==> src/hw/rtl/acrms_pkg.sv <==
// Shared types and constants for the two-channel RMS meter.
package acrms_pkg;

  localparam int unsigned SampleW = 12;
  localparam int unsigned CountW  = 13;
  localparam int unsigned OffW    = 20;
  localparam int unsigned WordW   = 32;
  localparam int unsigned AlphaW  = 17;
  localparam int unsigned CfgIdxW = 3;

  localparam logic [CfgIdxW-1:0] RegCurGain   = 3'd0;
  localparam logic [CfgIdxW-1:0] RegVolGain   = 3'd1;
  localparam logic [CfgIdxW-1:0] RegCurFloor  = 3'd2;
  localparam logic [CfgIdxW-1:0] RegVolFloor  = 3'd3;
  localparam logic [CfgIdxW-1:0] RegOffAlpha  = 3'd4;
  localparam logic [CfgIdxW-1:0] RegSmAlpha   = 3'd5;

  typedef enum logic [3:0] {
    ST_ACC,
    ST_PREP,
    ST_MUL,
    ST_DIV,
    ST_SQRT,
    ST_SCALE,
    ST_EMA,
    ST_NEXT,
    ST_OUT
  } state_e;

  // commands from controller to datapath
  typedef struct packed {
    logic accumulate;
    logic latch_window;
    logic start_prep;
    logic mul_step;
    logic div_init;
    logic div_step;
    logic sqrt_init;
    logic sqrt_step;
    logic scale_step;
    logic ema_step;
    logic next_chan;
    logic out_load;
  } dp_cmd_t;

  typedef struct packed {
    logic short_win;
    logic step_done;
    logic chan_last;
    logic out_busy;
  } dp_sts_t;

endpackage

==> src/hw/rtl/acrms_ctrl.sv <==
// Controller state machine for the RMS meter.
module acrms_ctrl
  import acrms_pkg::*;
(
  input  logic    clk_i,
  input  logic    rst_ni,
  input  logic    in_valid_i,
  input  logic    in_window_end_i,
  output logic    in_stall_o,
  input  dp_sts_t sts_i,
  output dp_cmd_t cmd_o
);

  state_e state_q, state_d;

  always_ff @(posedge clk_i or negedge rst_ni) begin
    if (!rst_ni) begin
      state_q <= ST_ACC;
    end else begin
      state_q <= state_d;
    end
  end

  always_comb begin
    state_d = state_q;
    case (state_q)
      ST_ACC:   if (in_valid_i && in_window_end_i) state_d = ST_PREP;
      ST_PREP:  state_d = sts_i.short_win ? ST_ACC : ST_MUL;
      ST_MUL:   if (sts_i.step_done) state_d = ST_DIV;
      ST_DIV:   if (sts_i.step_done) state_d = ST_SQRT;
      ST_SQRT:  if (sts_i.step_done) state_d = ST_SCALE;
      ST_SCALE: state_d = ST_EMA;
      ST_EMA:   state_d = sts_i.chan_last ? ST_OUT : ST_NEXT;
      ST_NEXT:  state_d = ST_MUL;
      ST_OUT:   if (!sts_i.out_busy) state_d = ST_ACC;
      default:  state_d = ST_ACC;
    endcase
  end

  always_comb begin
    cmd_o      = '0;
    in_stall_o = 1'b1;
    case (state_q)
      ST_ACC: begin
        in_stall_o        = 1'b0;
        cmd_o.accumulate  = in_valid_i;
        cmd_o.latch_window = in_valid_i && in_window_end_i;
      end
      ST_PREP:  cmd_o.start_prep = 1'b1;
      ST_MUL: begin
        cmd_o.mul_step = 1'b1;
        cmd_o.div_init = sts_i.step_done;
      end
      ST_DIV: begin
        cmd_o.div_step  = 1'b1;
        cmd_o.sqrt_init = sts_i.step_done;
      end
      ST_SQRT:  cmd_o.sqrt_step = 1'b1;
      ST_SCALE: cmd_o.scale_step = 1'b1;
      ST_EMA:   cmd_o.ema_step = 1'b1;
      ST_NEXT:  cmd_o.next_chan = 1'b1;
      ST_OUT:   cmd_o.out_load = !sts_i.out_busy;
      default:  cmd_o = '0;
    endcase
  end

endmodule

==> config.mk <==
export PLATFORM = sky130hd
export DESIGN_NAME = acrms_ctrl
export DESIGN_NICKNAME = d
export VERILOG_FILES = /design/src/hw/rtl/acrms_pkg.sv /design/src/hw/rtl/acrms_ctrl.sv
export SDC_FILE = /design/constraint.sdc
export NUM_CORES = 1
export LEC_CHECK = 0
export ABC_AREA = 1
export BUFFER_PORTS_ARGS = -buffer_cell sky130_fd_sc_hd__buf_4
export CELL_PAD_IN_SITES_DETAIL_PLACEMENT = 0
export CELL_PAD_IN_SITES_GLOBAL_PLACEMENT = 1
export CORE_MARGIN = 4
export CORE_UTILIZATION = 28
export CTS_BUF_LIST = sky130_fd_sc_hd__clkbuf_4 sky130_fd_sc_hd__clkbuf_8
export CTS_CLUSTER_DIAMETER = 80
export DETAILED_ROUTE_END_ITERATION = 16
export HOLD_SLACK_MARGIN = 0.1
export PLACE_DENSITY_LB_ADDON = 0.15
export RECOVER_POWER = 25
export SYNTH_ARGS = -nofsm -noshare
export SYNTH_HDL_FRONTEND = slang
export SYNTH_SLANG_ARGS = --single-unit
==> constraint.sdc <==
create_clock -name clk_i -period 1.3 [get_ports clk_i]
set_clock_uncertainty 0.05 [all_clocks]
set_input_delay 0.065 -clock clk_i [delete_from_list [all_inputs] [get_ports clk_i]]
set_output_delay 0.065 -clock clk_i [all_outputs]
set_load 0.005 [all_outputs]
Yosys cells after proc, flatten, opt, wreduce, memory -nomap -nowiden
Index checks and enable logic that the tools add are counted.
{"block": "word_totals", "elab_cells": 36, "inputBits": 8, "register_bits": 4}
{"block": "classes", "n_eq_ne": 13, "n_reduce_logical": 4, "muxes": 18}
{"operator": "case mux 4 bit (9 select lines)", "count": 1}
{"operator": "2-to-1 mux 4 bit", "count": 6}
{"operator": "== test 4 x 3 -> 1 bit, second input constant", "count": 4}
{"operator": "inequality test 2 bit, second input constant", "count": 5}
{"operator": "== test 4 x 2 -> 1 bit, second input constant", "count": 2}
{"operator": "2-to-1 mux 2 bit", "count": 4}
{"operator": "2-to-1 mux 1 bit", "count": 7}
{"operator": "AND reduction 5 bit", "count": 1}
{"operator": "== test 4 x 1 -> 1 bit, second input constant", "count": 1}
{"operator": "== test 4 bit, second input constant", "count": 1}
{"operator": "zero test 4 bit", "count": 1}
{"operator": "logical AND 1 bit", "count": 1}
{"operator": "zero test 1 bit", "count": 1}

Depth between registers and ports, before layout
{"block": "depth", "word_depth": 3, "mapped_depth": 8}

Worst setup path before layout
No wires, ideal clock.
{"block": "synth_path", "kind": "register to register", "start": "reg state_q[1]", "end": "reg state_q[0]", "setup_time_ns": 0.116, "required_ns": 1.134, "t_arrival_ns": 0.998, "slack_ns": 0.135, "synth_period_minus_slack_ns": 1.165, "stages_incl_launch_ff": 7, "path_cell_list": "dfrtp_1 nor2_2 nand2_1 a21oi_1 nor2_2 nand2_1 nand2_1"}
{"block": "synth_via", "elab_chain_len": 3, "word_cells_on_any_way": 16, "classes_between": "eq/ne: 13; mux: 1; reduce/logical: 2"}
{"element": "start, declared", "line_no": "acrms_ctrl.sv:14", "source": "state_e state_q, state_d;"}
{"element": "start signal, assigned", "line_no": "acrms_ctrl.sv:20", "source": "state_q <= state_d;"}
{"element": "== test 4 x 2 -> 1 bit (tied with other cells)", "line_no": "acrms_ctrl.sv:26", "source": "case (state_q)"}
{"element": "inequality test 2 bit (no source line)"}
{"element": "AND reduction 5 bit (no source line)"}
Several ways; a longest one is shown, not always the timed one.
A chain may end at the register's enable or synchronous reset.

==> run_results.csv <==
group,metric,value,unit
run_status,status,"finished with violations",
run_status,failed_checks,"setup timing",
route,avgViaCountPerCell,4.46,
cells_and_area,top_register,"state_q",
pwr,leakagePower,0.421,nW
floorplanning,initial_core_util,30.1,%
cells_and_area,layout_common_cells,"buf_4 (27), nand2_1 (19), nor2_4 (7), inv_1 (7), nor2_1 (6)",
global_routing,track_usage,15.3,%
synthesis,yosysSeqAreaShare,25.2,%
setup_path,critPathMaxFanout,4,
pwr,powerDensity,2240,nW/um^2
floorplanning,die_width,45.6,um
cells_and_area,fin_nets,115,
synthesis,synth_warnings,0,
clock_network,ctsLongestPathBuffers,2,
clock_network,clk_pin_slew,0.04,ns
synthesis,syn_nets,75,
route,vias,535,
setup_path,start_kind,"register",
timing,hold_viol,0,
route,wl_per_cell,11.4,um
floorplanning,rows,13,
cells_and_area,stdcell_area,800,sq um
cells_and_area,largest_register_ffs,4,
place,gp_congestion,0.858,
timing,setup_viol,6,
place,post_dp_cell_area,588,sq um
global_routing,grt_pass1_vias,525,
setup_path,cp_data_required_time,1.19,ns
floorplanning,ios,21,
global_routing,grt_pass1_wl,2240,um
route,drtPass1Iterations,2,
synthesis,syn_inst,67,
min_path,hold_class,"in -> reg",
clock_network,cts_buffers,3,
global_routing,overflow,0,
route,drc_errors,0,
timing,fmax,734,MHz
timing,slew-limit-headroom,84.1,%
clock_network,cts-root-buf,"clkbuf_4",
cells_and_area,layout.cells.non_filler,120,
setup_path,crit_arrival,1.25,ns
setup_path,endpoint_kind,"output port",
route,drtAntennaViolNets,0,
place,hpwl,969,um
cells_and_area,top_regs,"state_q: 4 flops",
cells_and_area,diodes,0,
setup_path,worstSetupPathType,"reg -> out",
cells_and_area,synthToLayoutAreaGrowth,102,%
timing,tightest_slew,0.239,ns
global_routing,grt_max_degree,8,
clock_network,cts.sinks,4,
floorplanning,die_h,45.6,um
route,wirelength,1370,um
synthesis,avgSynthCellArea,5.92,sq um
timing,drv_slew,0,
global_routing,grt_antenna_before_repair,0,
timing,post-route-period-util,105,%
synthesis,synth_area,397,sq um
clock_network,cts_tree,"yes",
timing,timing.hold.ws,0.124,ns
cells_and_area,final_common_cell,"buf_4",
route,drt-initial-drc-count,3,
pwr,irDropWorstVdd,968,uV
timing,period_minus_slack,1.36,ns
cells_and_area,final_layout_size_suffix_gt1_share,59.0,%
timing,rsz0062_at_grt,"true",
timing,layout_setup_ws,-0.0616,ns
clock_network,cts_max_level,1,
place,numPortBuffers,20,
clock_network,clock_latency,0.24,ns
place,dp_cells,105,
synthesis,ys_types,16,
synthesis,ys_seq_elements,4,
run,drv_cap,0,
floorplanning,dieArea,2080,sq um
floorplanning,core,1320,sq um
cell usage after synthesis:
cell type / count / share of area, %
nand2_1: 21 / 20
inv_1: 12 / 11
nor2_1: 9 / 8.5
dfrtp_1: 4 / 25
nor2_2: 4 / 6.3
nor3_1: 4 / 5.0
nand2_2: 2 / 3.2
nand3_1: 2 / 2.5
nor2_4: 2 / 5.7
a21oi_1: 1 / 1.3
inv_2: 1 / 0.95
nand3_2: 1 / 2.5
nand4_1: 1 / 1.6
nor3_2: 1 / 2.5
nor4_1: 1 / 1.6
o211ai_1: 1 / 1.9
cell type report:
cell class	count	area, sq um
Tap cell	15	18.8
Multi-Input combinational cell	50	322
Fill cell	125	518
Sequential cell	4	104
Clock buffer	3	22.5
Timing Repair Buffer	35	282
Inverter	13	51.3
critical path: stages, from the launching register on:
cell and delay (ns):
dfrtp_1 0.40, nor2_4 0.19, inv_4 0.08, nor2_4 0.09, inv_2 0.05, nor2_1 0.08
buf_4 0.11
metal layers:
metal	global-route usage (%)	vias to the layer above	part of all wire (%)
met4	5.85	0	1.5
met5	0	-	0
li1	-	282	-
met1	17.9	230	41
met3	6.32	2	7.0
met2	24.8	21	50
path summary, 6_finish.rpt:
path / startpoint / slack [ns] / cells after the start / end
worst max-delay path: state_q[3] / -0.06 / 6 / cmd_o[11]
worst min-delay path: sts_i[2] / 0.12 / 4 / state_q[0]
worst max register to register: state_q[1] / 0.06 / 7 / state_q[2]
worst min register to register: state_q[2] / 0.65 / 4 / state_q[3]
max in group asynchronous: rst_ni / 0.84 / 2 / state_q[1]
min in group asynchronous: rst_ni / 0.15 / 2 / state_q[3]
stage by stage:
stage                     utilization, %  setup WS [ns]  power (W)  TNS [ns]
final                               60.7        -0.0616    0.00179    -0.214
after global routing                60.7         -0.145    0.00196     -1.10
after CTS                           56.6        -0.0577    0.00165    -0.268
after detailed placement            44.6        -0.0231    0.00115   -0.0400
after global placement              44.6        -0.0435    0.00117   -0.0923
after floorplan                        -          0.135   0.000782         0
power breakdown:
| group | internal, W | total, W | switching (W) | leakage, nW |
|---|---|---|---|---|
| logic | 0.000655 | 0.00139 | 0.000730 | 0.358 |
| clock network | 0.000103 | 0.000157 | 0.0000537 | 0.0138 |
| registers | 0.000182 | 0.000250 | 0.0000679 | 0.0487 |
kinds of logic after synthesis:
logic type / count (synthesis) / share of synthesized area [%]
buffers and inverters: 13 / 12.3
flip-flops: 4 / 25.2
AO/OA/AOI/OAI: 2 / 3.15
AND/OR/NAND/NOR: 48 / 59.3
what timing repair did:
item / 4_1_cts / 5_1_grt
setup buffers: 7 / 3
hold buffers: 3 / 0
hold endpoints to repair: 5 / 0
pin swaps: 4 / 6
cloned: 0 / 0
endpoints found under the setup margin: 13 / 16
resized for setup: 16 / 14
(Power assumes the default switching activity.)
